## src/hdl/otbde_pkg.sv

```systemverilog
package otbde_pkg;

    localparam int SLOT_BITS   = 12;
    localparam int ORDER_SLOTS = 2 ** SLOT_BITS;
    localparam int PROBE_LIMIT = 8;
    localparam int PCNT_W      = $clog2(PROBE_LIMIT + 1);

    // home slot = bits [32 +: SLOT_BITS] of ref * HASH_MUL
    localparam logic [63:0] HASH_MUL = 64'h9E37_79B9_7F4A_7C15;
    localparam int HASH_W = 32 + SLOT_BITS;
    localparam int HLO    = HASH_W / 2;
    localparam int HHI    = HASH_W - HLO;

    localparam logic REG_BOOK_ENABLE = 1'b0;

    typedef enum logic [2:0] {
        OP_ADD        = 3'd0,
        OP_EXEC       = 3'd1,
        OP_EXEC_PRICE = 3'd2,
        OP_CANCEL     = 3'd3,
        OP_DELETE     = 3'd4,
        OP_REPLACE    = 3'd5
    } t_opcode;

    typedef enum logic [2:0] {
        ST_DELTA     = 3'd0,
        ST_NOT_FOUND = 3'd1,
        ST_FULL      = 3'd2,
        ST_IGNORED   = 3'd3,
        ST_DISABLED  = 3'd4
    } t_status;

    typedef enum logic [2:0] {
        S_CLEAR,
        S_IDLE,
        S_HASH,
        S_PROBE,
        S_DECIDE,
        S_EMIT
    } t_state;

    typedef struct packed {
        logic        valid;
        logic [63:0] ref_key;
        logic [63:0] symbol;
        logic [31:0] price;
        logic [31:0] remaining;
        logic        side;
    } t_entry;

    typedef struct packed {
        logic [2:0]  status;
        logic        delta_add;
        logic [63:0] symbol;
        logic        side_sell;
        logic [31:0] level_price;
        logic [31:0] level_qty;
        logic        trade_valid;
        logic [31:0] trade_price;
        logic [31:0] trade_shares;
        logic        last;
    } t_result;

endpackage

```

## src/hdl/otbde_hash.sv

```systemverilog
module otbde_hash (
    input  logic                           i_clk,
    input  logic                           i_rst_n,
    input  logic                           i_start,
    input  logic [63:0]                    i_key,
    output logic                           o_done,
    output logic [otbde_pkg::SLOT_BITS-1:0] o_home
);

    localparam logic [otbde_pkg::HLO-1:0] K_LO = otbde_pkg::HASH_MUL[otbde_pkg::HLO-1:0];
    localparam logic [otbde_pkg::HHI-1:0] K_HI =
        otbde_pkg::HASH_MUL[otbde_pkg::HASH_W-1:otbde_pkg::HLO];

    logic [otbde_pkg::HLO-1:0]    r_a;
    logic [otbde_pkg::HHI-1:0]    r_b;
    logic [2:0]                   r_v;
    logic                         r_done;
    logic [2*otbde_pkg::HLO-1:0]  r_p0;
    logic [otbde_pkg::HHI-1:0]    r_p1;
    logic [otbde_pkg::HHI-1:0]    r_p2;

    logic [otbde_pkg::HASH_W-1:0] w_ahi;
    logic [otbde_pkg::HASH_W-1:0] w_blo;
    logic [otbde_pkg::HHI-1:0]    w_mid;
    logic [otbde_pkg::HASH_W-1:0] w_sum;

    // one partial product per cycle
    assign w_ahi = r_a * K_HI;
    assign w_blo = r_b * K_LO;
    assign w_mid = r_p1 + r_p2;
    assign w_sum = otbde_pkg::HASH_W'(r_p0) + {w_mid, {otbde_pkg::HLO{1'b0}}};

    always_ff @(posedge i_clk) begin
        if (!i_rst_n) begin
            r_v    <= '0;
            r_done <= 1'b0;
        end else begin
            r_v    <= {r_v[1:0], i_start};
            r_done <= r_v[2];
        end
        if (i_start) begin
            r_a <= i_key[otbde_pkg::HLO-1:0];
            r_b <= i_key[otbde_pkg::HASH_W-1:otbde_pkg::HLO];
        end
        if (r_v[0]) r_p0 <= r_a * K_LO;
        if (r_v[1]) r_p1 <= w_ahi[otbde_pkg::HHI-1:0];
        if (r_v[2]) r_p2 <= w_blo[otbde_pkg::HHI-1:0];
    end

    assign o_done = r_done;
    assign o_home = w_sum[otbde_pkg::HASH_W-1:32];

endmodule

```

## config.mk

```make
export PLATFORM = sky130hd
export DESIGN_NAME = otbde_hash
export DESIGN_NICKNAME = d
export VERILOG_FILES = /design/src/hdl/otbde_pkg.sv /design/src/hdl/otbde_hash.sv
export SDC_FILE = /design/constraint.sdc
export NUM_CORES = 1
export LEC_CHECK = 0
export BUFFER_PORTS_ARGS = -buffer_cell sky130_fd_sc_hd__buf_2
export CAP_MARGIN = 30
export CELL_PAD_IN_SITES_DETAIL_PLACEMENT = 1
export CELL_PAD_IN_SITES_GLOBAL_PLACEMENT = 2
export CORE_MARGIN = 1.5
export CORE_UTILIZATION = 37
export CTS_CLUSTER_DIAMETER = 120
export CTS_CLUSTER_SIZE = 30
export DETAILED_ROUTE_END_ITERATION = 10
export PLACE_DENSITY = 0.78
export SYNTH_ARGS = -nofsm -noshare
export SYNTH_HDL_FRONTEND = slang
export SYNTH_SLANG_ARGS = --single-unit
```

## constraint.sdc

```tcl
create_clock -name i_clk -period 5.65 [get_ports i_clk]
set_input_delay 0.2825 -clock i_clk [delete_from_list [all_inputs] [get_ports i_clk]]
set_output_delay 0.2825 -clock i_clk [all_outputs]
set_load 0.01 [all_outputs]
```

# Yosys cells after proc, flatten, opt, wreduce, memory -nomap -nowiden
# Cells that the tools add are included.
word_totals:
  out_inout_bits: 13
  wordCells: 12
  reg_bits: 134
op_classes:
  mul: 3
  n_addsub: 2
op_table:
  columns: ["cell", "n"]
  rows:
  - ["42-bit by 44-bit adder with 44-bit output", 1]
  - ["22-bit by 20-bit multiplier with 42-bit output (second input constant)", 1]
  - ["22-bit adder", 1]
  - ["22-bit by 20-bit multiplier with 22-bit output (second input constant)", 1]
  - ["22-bit by 22-bit multiplier with 22-bit output (second input constant)", 1]

# Logic depth before layout (Yosys ltp)
# Gate-level depths: netlist of run 1.
logic_depth:
  word_depth: 2
  depth_mapped: 24
  mapped_depth_nobuf: 24

# Least setup slack after synthesis of run 1
# OpenSTA, ideal clock, no wires.
synth_path:
  path_type: "reg2reg"
  startpoint: "register r_a[7] (netlist bit)"
  endpoint: "register r_p0[41] (netlist bit), data pin"
  synth_period_minus_slack_ps: 6112
  setup_time_ps: 260
  t_arrival_ps: 5853
  required_ps: 5390
  path_buffers: 0
  stages_incl_launch_ff: 21
  setup_slack_ps: -462
  cell_sequence: "edfxtp_1 -> fa_1 -> ha_1 -> fa_1 -> fa_1 -> fa_1 -> fa_1 -> inv_1 -> fa_1 -> inv_1 -> ha_1 -> a21o_1 -> a21o_1 -> a21oi_1 -> nor3b_2 -> o211ai_2 -> a21oi_2 -> o21ai_1 -> a31o_1 -> a21oi_2 -> xnor2_1"
synth_via:
  elab_chain_len: 1
synth_lines:
  columns: ["element", "line", "text"]
  rows:
  - ["start, declared", "otbde_hash.sv:14", "logic [otbde_pkg::HLO-1:0] r_a;"]
  - ["start signal, assigned", "otbde_hash.sv:42", "r_a <= i_key[otbde_pkg::HLO-1:0];"]
  - ["22-bit by 20-bit multiplier with 42-bit output", "otbde_hash.sv:45", "if (r_v[0]) r_p0 <= r_a * K_LO;"]
  - ["end signal, assigned", "otbde_hash.sv:45", null]
  - ["end, declared", "otbde_hash.sv:18", "logic [2*otbde_pkg::HLO-1:0] r_p0;"]
# Every way passes these cells.
# A chain may end at the register's enable or synchronous reset.

# Final worst setup path of run 1
layout_path:
  startpoint: "register r_a[9] (netlist bit)"
  endpoint: "register r_p0[35] (netlist bit), data pin"
# Same word-level chain as after synthesis.

==> key figures, run 1 <==
Floorplan
  • Row count: 84
  • Ports: 80
  • DIE AREA: 54500 sq um
  • Initial Util: 0.374
  • Die X: 233 microns
  • Core ar.: 52600 sq um
  • Die Height: 233 microns

CTS
  • TritonCTS clock tree: done
  • Num CTS Buffers: 9
  • Clock slew seen by the registers of the worst setup and hold paths: 0.10 ns
  • Max H-tree Level: 3
  • Skew-Pair Late Insertion Delay: 0.41 ns
  • Root buffer cell: clkbuf_16
  • Hold_buf cts: 0
  • Worst-case clock buffer depth: 2
  • CTS Sinks: 112

Critical path
  • CP max stage delay: 0.60 ns
  • CP cell instances: buf_6 -> fa_2 -> ha_4 -> fa_1 -> fa_1 -> fa_1 -> fa_1 -> inv_1 -> fa_1 -> inv_2 -> ha_4 -> a21o_1 -> a21o_1 -> a21oi_2 -> buf_4 -> a211o_1 -> o211ai_4 -> a21oi_4 -> nor3b_2 -> o21a_1 -> nor2_1 -> xnor2_1
  • Bufs and invs on worst path: 4
  • R2r setup slk: -0.71 ns
  • CP top delay family: adder cells
  • CP Class: flip-flop to flip-flop
  • Slowest cell on the critical path: fa_2
  • Cell mode on critical path: fa_1
  • Critical Path Source Type: flip-flop
  • Reg2reg path depth: 22
  • Reg-to-Reg End: r_p0[35]$_DFFE_PP_
  • CP Data Required Time: 5.80 ns
  • Worst EP arrival: 6.51 ns
  • CP endpoint kind: flip-flop
  • Critical path fanouts, max: 4
  • Worst R2R Start: r_a[9]$_DFFE_PP_

Placed design
  • DP Cell Count: 2733
  • Gpl congestion: 0.953
  • Port bufs: 59
  • Post-DP HPWL: 48800 microns

Run status
  • Outcome: complete, but fails checks
  • Violated checks: negative setup slack

Timing
  • Worst-Margin Slew: 0.915 ns
  • Final hold violation count: 0
  • Fin crit period: 6.36 ns
  • Tcrit/Tclk final: 1.13
  • Final WS setup: -0.712 ns
  • # setup viols final: 27
  • Fmax: 157 MHz
  • RSZ-0062 raised after global routing: yes
  • Relative slew slack: 0.389
  • Slew Limit Fails: 0
  • Clock Skews: 0.0221 ns

Cells and area
  • FF/Latch Area: 3320 sq um
  • Multi-input gate area: 15200 sq um
  • Most frequent cells in the layout: inv_1 (461), ha_1 (426), fa_1 (277)
  • Share of cells above drive strength 1: 0.202
  • Nets: 2901
  • Synth-to-layout area growth: 20.5%
  • Commonest non-fill, non-tap cell in the layout: inv_1
  • Fin cells: 2790
  • FILL cells: 5821

Yosys
  • Avg Cell Area, Syn: 11.0 sq um
  • Main flop type after synthesis: edfxtp_1
  • Mapped Cells: 1793
  • Number of synthesized flops with an enable pin: 108
  • Synth Register Bits: 112
  • Post-Synthesis Cell Area: 19600 sq um
  • Syn_nets: 2598
  • Async SR Flop Fraction: 0
  • Synthesis Warnings: 0
  • Sequential share of the synthesized area: 0.169
  • Post-synth cell types: 53

Hold path
  • Hold Crit Depth: 1
  • Worst hold path type: input port to flip-flop
  • Hold Path End: r_a[0]$_DFFE_PP_
  • Hold Crit Start: i_key[0]

Route
  • Post-DR vias/cell: 4.82
  • # DRC: 0
  • Post-route ant nets: 0
  • DR vias: 13.5k
  • Wire per inst: 19.9 microns
  • Routed WL: 55600 microns
  • First DRT Iteration DRCs: 401
  • Pre-antenna DRT Iters: 4

GRT
  • GRT Overall Usage: 0.213
  • Via count of the first global-routing pass: 15.6k
  • Initial antenna violation count: 7
  • Largest net degree at the start of global routing: 46
  • First-pass GRT wire length: 86500 microns
  • Global route overflow: 0

Flow run
  • Max-Cap Viols: 0
==> final cells by class <==
| class | instances | share of cell area |
|---|---|---|
| timing repair buffer | 292 | 0.0937 |
| multi-input combinational | 1209 | 0.641 |
| sequential | 112 | 0.140 |
| inverter | 472 | 0.0749 |
| clock inverter | 7 | 0.00360 |
| tap | 688 | 0.0364 |
| clock buffer | 9 | 0.00952 |
| antenna | 1 | 0.000106 |
==> kinds of logic after synthesis <==
logic type	synth area share
AOI/OAI and AO/OA	0.0635
xor gates and xnor gates	0.0504
adders and majority gates	0.582
buffers and inverters	0.0902
DFF	0.169
and+or+nand+nor	0.0451
==> synthesized netlist by cell type (all sizes together) (6+ instances only) <==
cell type / number / area (sq um)
and2: 11 / 68.8
nor3: 23 / 115
fa: 291 / 5830
o211ai: 9 / 77.6
xor2: 28 / 245
xnor2: 85 / 744
nand2b: 6 / 37.5
nand4: 6 / 37.5
and3: 9 / 56.3
o21bai: 10 / 75.1
inv: 472 / 1770
nor2: 63 / 236
nor2b: 6 / 37.5
nand2: 23 / 86.3
a21o: 20 / 150
edfxtp: 108 / 3240
ha: 447 / 5590
a21oi: 45 / 233
o21a: 31 / 233
or3: 7 / 43.8
or2: 7 / 43.8
nand3: 10 / 50.1
o21ai: 23 / 115
==> registers in the layout (all words and copies together), names as in the netlist <==
signal,cells
r_a,22
r_b,22
r_p1,22
r_p2,22
r_p0,20
r_v,3
o_done,1
==> routing by layer <==
metal	up-vias	wire length (microns)	track usage
met1	6816	25300	0.279
met3	52	1870	0.0286
met5	-	0	0
met4	0	1460	0.0601
met2	169	27000	0.367
li1	6416	-	-
==> worst max path at each step <==
stage	cells past startpoint	from	endpoint	slack, ns
floorplan	22	r_a[7]$_DFFE_PP_	r_p0[41]$_DFFE_PP_	-0.37
global placement	21	r_a[7]$_DFFE_PP_	r_p0[41]$_DFFE_PP_	-0.53
detailed placement	21	r_a[7]$_DFFE_PP_	r_p0[41]$_DFFE_PP_	-0.68
CTS	22	r_a[6]$_DFFE_PP_	r_p0[35]$_DFFE_PP_	-0.60
global route	22	r_a[8]$_DFFE_PP_	r_p0[35]$_DFFE_PP_	-0.86
finish	22	r_a[9]$_DFFE_PP_	r_p0[35]$_DFFE_PP_	-0.71
==> worst register-to-register path: stages (launching register included) <==
cell and delay, ns:
edfxtp_1 0.46, buf_6 0.16, fa_2 0.60, ha_4 0.21, fa_1 0.46, fa_1 0.59, fa_1 0.46, fa_1 0.50
inv_1 0.05, fa_1 0.49, inv_2 0.05, ha_4 0.27, a21o_1 0.11, a21o_1 0.13, a21oi_2 0.06, buf_4 0.14
a211o_1 0.33, o211ai_4 0.27, a21oi_4 0.11, nor3b_2 0.25, o21a_1 0.19, nor2_1 0.07, xnor2_1 0.14
==> stage by stage <==
step                TNS (ns)  hold WS, ns  instance area [sq um]  setup slack (ns)   util
global route          -16.31       0.0314                  23700            -0.860  0.450
finish                -11.83       0.0437                  23700            -0.712  0.450
CTS                    -9.74       0.0195                  23000            -0.597  0.439
global placement       -8.43        0.459                  22300            -0.534  0.425
detailed placement    -11.08        0.462                  22300            -0.678  0.425
floorplan              -3.02        0.381                  19700            -0.371      -
==> what timing repair did <==
item | 4_1_cts | 5_1_grt
buffers inserted | 14 | 31
pin swaps | 23 | 60
resized for setup | 59 | 72
endpoints found under the setup margin | 27 | 32
Power of run 1 is left out: the tool's default activity adds up to more than one toggle a clock period on the data nets, which glitch-free logic cannot reach.
==> run 2, diff against run 1 <==
--- a/config.mk
+++ b/config.mk
@@ -10,11 +10,11 @@
 export CELL_PAD_IN_SITES_DETAIL_PLACEMENT = 1
 export CELL_PAD_IN_SITES_GLOBAL_PLACEMENT = 2
 export CORE_MARGIN = 1.5
-export CORE_UTILIZATION = 37
+export CORE_UTILIZATION = 40
 export CTS_CLUSTER_DIAMETER = 120
 export CTS_CLUSTER_SIZE = 30
 export DETAILED_ROUTE_END_ITERATION = 10
-export PLACE_DENSITY = 0.78
+export PLACE_DENSITY = 0.83
 export SYNTH_ARGS = -nofsm -noshare
 export SYNTH_HDL_FRONTEND = slang
 export SYNTH_SLANG_ARGS = --single-unit
==> key figures, run 2 (same netlist as run 1, synthesis figures left out) <==
Route
  • Post-route ant nets: 0 (unchanged)
  • First DRT Iteration DRCs: 440 (was 401)
  • # DRC: 0 (unchanged)
  • Post-DR vias/cell: 5.00 (was 4.82)
  • Routed WL: 55400 microns (was 55600 microns)
  • Wire per inst: 20.4 microns (was 19.9 microns)
  • Pre-antenna DRT Iters: 7 (was 4)
  • DR vias: 13.5k (about the same)

Placed design
  • Post-DP HPWL: 48300 microns (was 48800 microns)
  • Gpl congestion: 0.949 (was 0.953)
  • Port bufs: 59 (unchanged)

Run status
  • Violated checks: negative setup slack (unchanged)
  • Outcome: complete, but fails checks (unchanged)

Critical path
  • Critical Path Source Type: flip-flop (unchanged)
  • CP cell instances: buf_6 -> fa_2 -> ha_4 -> inv_2 -> fa_1 -> inv_2 -> fa_2 -> fa_1 -> fa_1 -> inv_1 -> fa_1 -> inv_2 -> ha_4 -> a211o_1 -> a21oi_2 -> o21ai_2 -> nor3b_4 -> o211ai_4 -> a21oi_4 -> buf_6 -> nor2_4 -> o21a_1 -> nor2_1 -> xnor2_1 (was buf_6 -> fa_2 -> ha_4 -> fa_1 -> fa_1 -> fa_1 -> fa_1 -> inv_1 -> fa_1 -> inv_2 -> ha_4 -> a21o_1 -> a21o_1 -> a21oi_2 -> buf_4 -> a211o_1 -> o211ai_4 -> a21oi_4 -> nor3b_2 -> o21a_1 -> nor2_1 -> xnor2_1)
  • CP Class: flip-flop to flip-flop (unchanged)
  • Critical path fanouts, max: 4 (unchanged)
  • Slowest cell on the critical path: fa_2 (unchanged)
  • Worst EP arrival: 6.43 ns (was 6.51 ns)
  • Cell mode on critical path: fa_1 (unchanged)
  • CP Data Required Time: 5.81 ns (was 5.80 ns)
  • CP endpoint kind: flip-flop (unchanged)
  • CP max stage delay: 0.55 ns (was 0.60 ns)

Cells and area
  • Nets: 2889 (was 2901)
  • Most frequent cells in the layout: inv_1 (461), ha_1 (418), fa_1 (280) (was inv_1 (461), ha_1 (426), fa_1 (277))
  • Commonest non-fill, non-tap cell in the layout: inv_1 (unchanged)
  • Share of cells above drive strength 1: 0.201 (was 0.202)
  • Synth-to-layout area growth: 19.7% (was 20.5%)

Floorplan
  • Ports: 80 (unchanged)
  • DIE AREA: 50400 sq um (was 54500 sq um)
  • Initial Util: 0.404 (was 0.374)
  • Core ar.: 48600 sq um (was 52600 sq um)
  • Die X: 225 microns (was 233 microns)
  • Die Height: 225 microns (was 233 microns)
  • Row count: 81 (was 84)

GRT
  • Largest net degree at the start of global routing: 46 (unchanged)
  • M3 GR Usage: 0.0206 (was 0.0286)
  • First-pass GRT wire length: 86300 microns (was 86500 microns)
  • Met1 usage: 0.302 (was 0.279)
  • Initial antenna violation count: 8 (was 7)
  • Most used routing layer: met2 (unchanged)
  • Via count of the first global-routing pass: 15.6k (about the same)
  • Global route overflow: 0 (unchanged)
  • M2 GR Usage: 0.401 (was 0.367)
  • GRT Overall Usage: 0.229 (was 0.213)

Timing
  • Tcrit/Tclk final: 1.11 (was 1.13)
  • Final WS setup: -0.625 ns (was -0.712 ns)
  • Clock Skews: 0.0135 ns (was 0.0221 ns)
  • Relative slew slack: 0.387 (was 0.389)
  • RSZ-0062 raised after global routing: yes (unchanged)
  • Final TNS setup: -10.49 ns (was -11.83 ns)
  • Fmax: 159 MHz (was 157 MHz)
  • # setup viols final: 25 (was 27)
  • Final hold violation count: 0 (unchanged)
  • Worst-Margin Slew: 0.918 ns (was 0.915 ns)
  • Fin crit period: 6.27 ns (was 6.36 ns)
  • Slew Limit Fails: 0 (unchanged)

CTS
  • Clock slew seen by the registers of the worst setup and hold paths: 0.10 ns (about the same)
  • Hold_buf cts: 0 (unchanged)
  • Worst-case clock buffer depth: 2 (unchanged)
  • TritonCTS clock tree: done (unchanged)
  • Max H-tree Level: 3 (unchanged)
  • Root buffer cell: clkbuf_16 (unchanged)
  • Num CTS Buffers: 9 (unchanged)
  • Skew-Pair Late Insertion Delay: 0.40 ns (was 0.41 ns)
  • CTS Sinks: 112 (unchanged)

Hold path
  • Worst hold path type: input port to flip-flop (unchanged)

Flow run
  • Max-Cap Viols: 0 (unchanged)
[run 2: cell count changes in the layout (fill, tap and decap cells not counted), moves of 3 or more]
| cell | previous run | this run |
|---|---|---|
| ha_4 | 17 | 23 |
| nor3_1 | 18 | 21 |
| a21oi_2 | 7 | 10 |
| nor2_2 | 9 | 5 |
| fa_2 | 14 | 11 |
| ha_1 | 426 | 418 |
| buf_6 | 22 | 13 |
| nor2_4 | 2 | 6 |
| fa_1 | 277 | 280 |
[run 2: path summary, 6_finish.rpt]
kind / end / slack, ns / cells past startpoint / start
min reg2reg: r_v[2]$_SDFF_PN0_ / 0.56 / 1 / r_v[1]$_SDFF_PN0_
min: r_a[12]$_DFFE_PP_ / 0.05 / 1 / i_key[12]
max reg2reg: r_p0[38]$_DFFE_PP_ / -0.62 / 24 / r_a[7]$_DFFE_PP_
max: r_p0[38]$_DFFE_PP_ / -0.62 / 24 / r_a[7]$_DFFE_PP_
[run 2: critical path, delay by kind of cell (launching register included)]
kind / cells / cell delay [ns]
simple gates: 3 / 0.43
buf+inv: 6 / 0.46
compound gates: 6 / 1.15
xor+xnor: 1 / 0.07
fa+ha+maj: 8 / 3.47
flops: 1 / 0.44
[run 2: timing repair]
| item | CTS | global route |
|---|---|---|
| setup buffers | 17 | 15 |
| pin swaps | 32 | 48 |
| hold endpoints to repair | 0 | 0 |
| resized for setup | 60 | 75 |
| setup endpoints to repair | 27 | 30 |
[run 2: layer usage]
layer / routed length, microns / part of all wire
met3: 1600 / 0.029
met1: 25300 / 0.46
met5: 0 / 0
met2: 27000 / 0.49
met4: 1500 / 0.027
[run 2: cell type report]
cell class,instances,area [sq um]
flip-flops and latches,112,3320
repair buffers,280,2070
fillers,5258,25100
clock buffers,9,225
multi-input cells,1209,15300
diodes,1,2.50
inverters,472,1770
well taps,622,778
clock inverters,7,85.1
[run 2: per-stage QoR]
| stage | worst slack [ns] | instance area [sq um] | instances | util | hold WS (ns) |
|---|---|---|---|---|---|
| after floorplan | -0.371 | 19700 | 1793 | - | 0.381 |
| after global placement | -0.542 | 22300 | 2670 | 0.458 | 0.459 |
| after detailed placement | -0.626 | 22300 | 2670 | 0.458 | 0.461 |
| after CTS | -0.547 | 23000 | 2699 | 0.472 | 0.0251 |
| after global routing | -0.784 | 23500 | 2711 | 0.483 | 0.0433 |
| final | -0.625 | 23500 | 2712 | 0.483 | 0.0458 |
Power of run 2 is left out for the same reason.
==> run 3, diff against run 2 <==
--- a/config.mk
+++ b/config.mk
@@ -15,6 +15,7 @@
 export CTS_CLUSTER_SIZE = 30
 export DETAILED_ROUTE_END_ITERATION = 10
 export PLACE_DENSITY = 0.83
+export RECOVER_POWER = 25
 export SYNTH_ARGS = -nofsm -noshare
 export SYNTH_HDL_FRONTEND = slang
 export SYNTH_SLANG_ARGS = --single-unit
==> key figures, run 3 (same netlist as run 1, synthesis figures left out) <==
Route
  • Routed WL: 55300 microns (was 55400 microns)
  • Post-DR vias/cell: 4.98 (was 5.00)
  • Post-route ant nets: 0 (unchanged)
  • Pre-antenna DRT Iters: 6 (was 7)
  • # DRC: 0 (unchanged)
  • First DRT Iteration DRCs: 460 (was 440)
  • Wire per inst: 20.4 microns (about the same)
  • DR vias: 13.5k (about the same)

Hold path
  • Hold Crit Depth: 1 (unchanged)
  • Worst hold path type: input port to flip-flop (unchanged)
  • Hold Path End: r_a[12]$_DFFE_PP_ (unchanged)
  • Hold Crit Start: i_key[12] (unchanged)

Timing
  • Relative slew slack: -1.06 (was 0.387)
  • Worst-Margin Slew: 3.09 ns (was 0.918 ns)
  • Worst hold margin: 0.0460 ns (was 0.0458 ns)
  • RSZ-0062 raised after global routing: yes (unchanged)
  • Fin crit period: 6.27 ns (about the same)
  • # setup viols final: 25 (unchanged)
  • Fmax: 160 MHz (was 159 MHz)
  • Final TNS setup: -10.37 ns (was -10.49 ns)
  • Final hold violation count: 0 (unchanged)
  • Slew Limit Fails: 46 (was 0)
  • Final WS setup: -0.619 ns (was -0.625 ns)
  • Clock Skews: 0.0132 ns (was 0.0135 ns)
  • Tcrit/Tclk final: 1.11 (about the same)

Cells and area
  • Final design utilization: 0.483 (about the same)
  • Share of cells above drive strength 1: 0.198 (was 0.201)
  • Most frequent cells in the layout: inv_1 (461), ha_1 (418), fa_1 (280) (unchanged)
  • FILL cells: 5264 (was 5258)
  • Synth-to-layout area growth: 19.6% (was 19.7%)
  • Nets: 2889 (unchanged)
  • Commonest non-fill, non-tap cell in the layout: inv_1 (unchanged)

Critical path
  • CP endpoint kind: flip-flop (unchanged)
  • Worst R2R Start: r_a[7]$_DFFE_PP_ (unchanged)
  • Critical path fanouts, max: 4 (unchanged)
  • Reg-to-Reg End: r_p0[38]$_DFFE_PP_ (unchanged)
  • CP Class: flip-flop to flip-flop (unchanged)
  • CP Data Required Time: 5.80 ns (was 5.81 ns)
  • Reg2reg path depth: 24 (unchanged)
  • Critical Path Source Type: flip-flop (unchanged)
  • R2r setup slk: -0.62 ns (about the same)
  • Worst EP arrival: 6.42 ns (was 6.43 ns)

CTS
  • Num CTS Buffers: 9 (unchanged)
  • Max H-tree Level: 3 (unchanged)
  • Hold_buf cts: 0 (unchanged)
  • Worst-case clock buffer depth: 2 (unchanged)
  • TritonCTS clock tree: done (unchanged)
  • Root buffer cell: clkbuf_16 (unchanged)
  • CTS Sinks: 112 (unchanged)
  • Clock slew seen by the registers of the worst setup and hold paths: 0.10 ns (about the same)
  • Skew-Pair Late Insertion Delay: 0.40 ns (about the same)

Placed design
  • Port bufs: 59 (unchanged)
  • Post-DP HPWL: 48300 microns (unchanged)
  • Pre-CTS setup slack: -0.626 ns (unchanged)
  • Gpl congestion: 0.949 (unchanged)

Floorplan
  • Ports: 80 (unchanged)
  • Row count: 81 (unchanged)
  • DIE AREA: 50400 sq um (unchanged)
  • Die Height: 225 microns (unchanged)
  • Die X: 225 microns (unchanged)
  • Core ar.: 48600 sq um (unchanged)
  • Initial Util: 0.404 (unchanged)

GRT
  • Initial antenna violation count: 8 (unchanged)
  • Global route overflow: 0 (unchanged)
  • Largest net degree at the start of global routing: 46 (unchanged)
  • First-pass GRT wire length: 86300 microns (unchanged)
  • Via count of the first global-routing pass: 15.6k (unchanged)
  • GRT Overall Usage: 0.229 (unchanged)

Flow run
  • Max-Cap Viols: 1 (was 0)

Run status
  • Violated checks: max-capacitance violations, max-slew violations, negative setup slack (was negative setup slack)
  • Outcome: complete, but fails checks (unchanged)
==> run 3: cell types whose count changed in the layout (fill, tap and decap cells not counted), sizes merged <==
cell	previous run	this run
buf	280	275
clkbuf	9	14
==> run 3: through the flow <==
step           instance area (sq um)  instances
3_3_place_gp                   22300       2670
2_1_floorplan                  19700       1793
5_1_grt                        23500       2711
4_1_cts                        23000       2699
6_report                       23500       2712
3_5_place_dp                   22300       2670
==> run 3: what timing repair did <==
action | CTS | global route
endpoints found under the setup margin | 27 | 30
setup buffers | 17 | 15
pin swaps | 32 | 48
resized for setup | 60 | 75
==> run 3: worst max path at each step <==
stage	start	end	slack [ns]
floorplan	r_a[7]$_DFFE_PP_	r_p0[41]$_DFFE_PP_	-0.37
global placement	r_a[6]$_DFFE_PP_	r_p0[41]$_DFFE_PP_	-0.54
detailed placement	r_a[6]$_DFFE_PP_	r_p0[41]$_DFFE_PP_	-0.63
CTS	r_a[7]$_DFFE_PP_	r_p0[35]$_DFFE_PP_	-0.55
global route	r_a[7]$_DFFE_PP_	r_p0[38]$_DFFE_PP_	-0.78
finish	r_a[7]$_DFFE_PP_	r_p0[38]$_DFFE_PP_	-0.62
==> run 3: routing by layer <==
| metal | routed length [microns] | up-vias | track usage |
|---|---|---|---|
| met3 | 1800 | 58 | 0.0206 |
| met4 | 1420 | 0 | 0.0637 |
| met2 | 27000 | 173 | 0.401 |
| li1 | - | 6391 | - |
| met1 | 25100 | 6873 | 0.302 |
| met5 | 0 | - | 0 |
==> run 3: critical path: stages (launching register included) <==
cell,delay [ns]
edfxtp_1,0.44
buf_6,0.15
fa_2,0.47
ha_4,0.29
inv_2,0.04
fa_1,0.54
inv_2,0.04
fa_2,0.55
fa_1,0.43
fa_1,0.49
inv_1,0.05
fa_1,0.49
inv_2,0.05
ha_4,0.21
a211o_1,0.27
a21oi_2,0.18
o21ai_2,0.12
nor3b_4,0.29
o211ai_4,0.14
a21oi_4,0.24
buf_6,0.13
nor2_4,0.03
o21a_1,0.18
nor2_1,0.11
xnor2_1,0.07
==> run 3: final cells by class <==
class	count	area [sq um]	area share
clock inverters	7	85.1	0.00362
inverters	472	1770	0.0755
multi-input cells	1209	15300	0.650
flip-flops and latches	112	3320	0.142
clock buffers	9	225	0.00959
diodes	1	2.50	0.000107
repair buffers	280	2040	0.0868
well taps	622	778	0.0331
Power of run 3 is left out for the same reason.
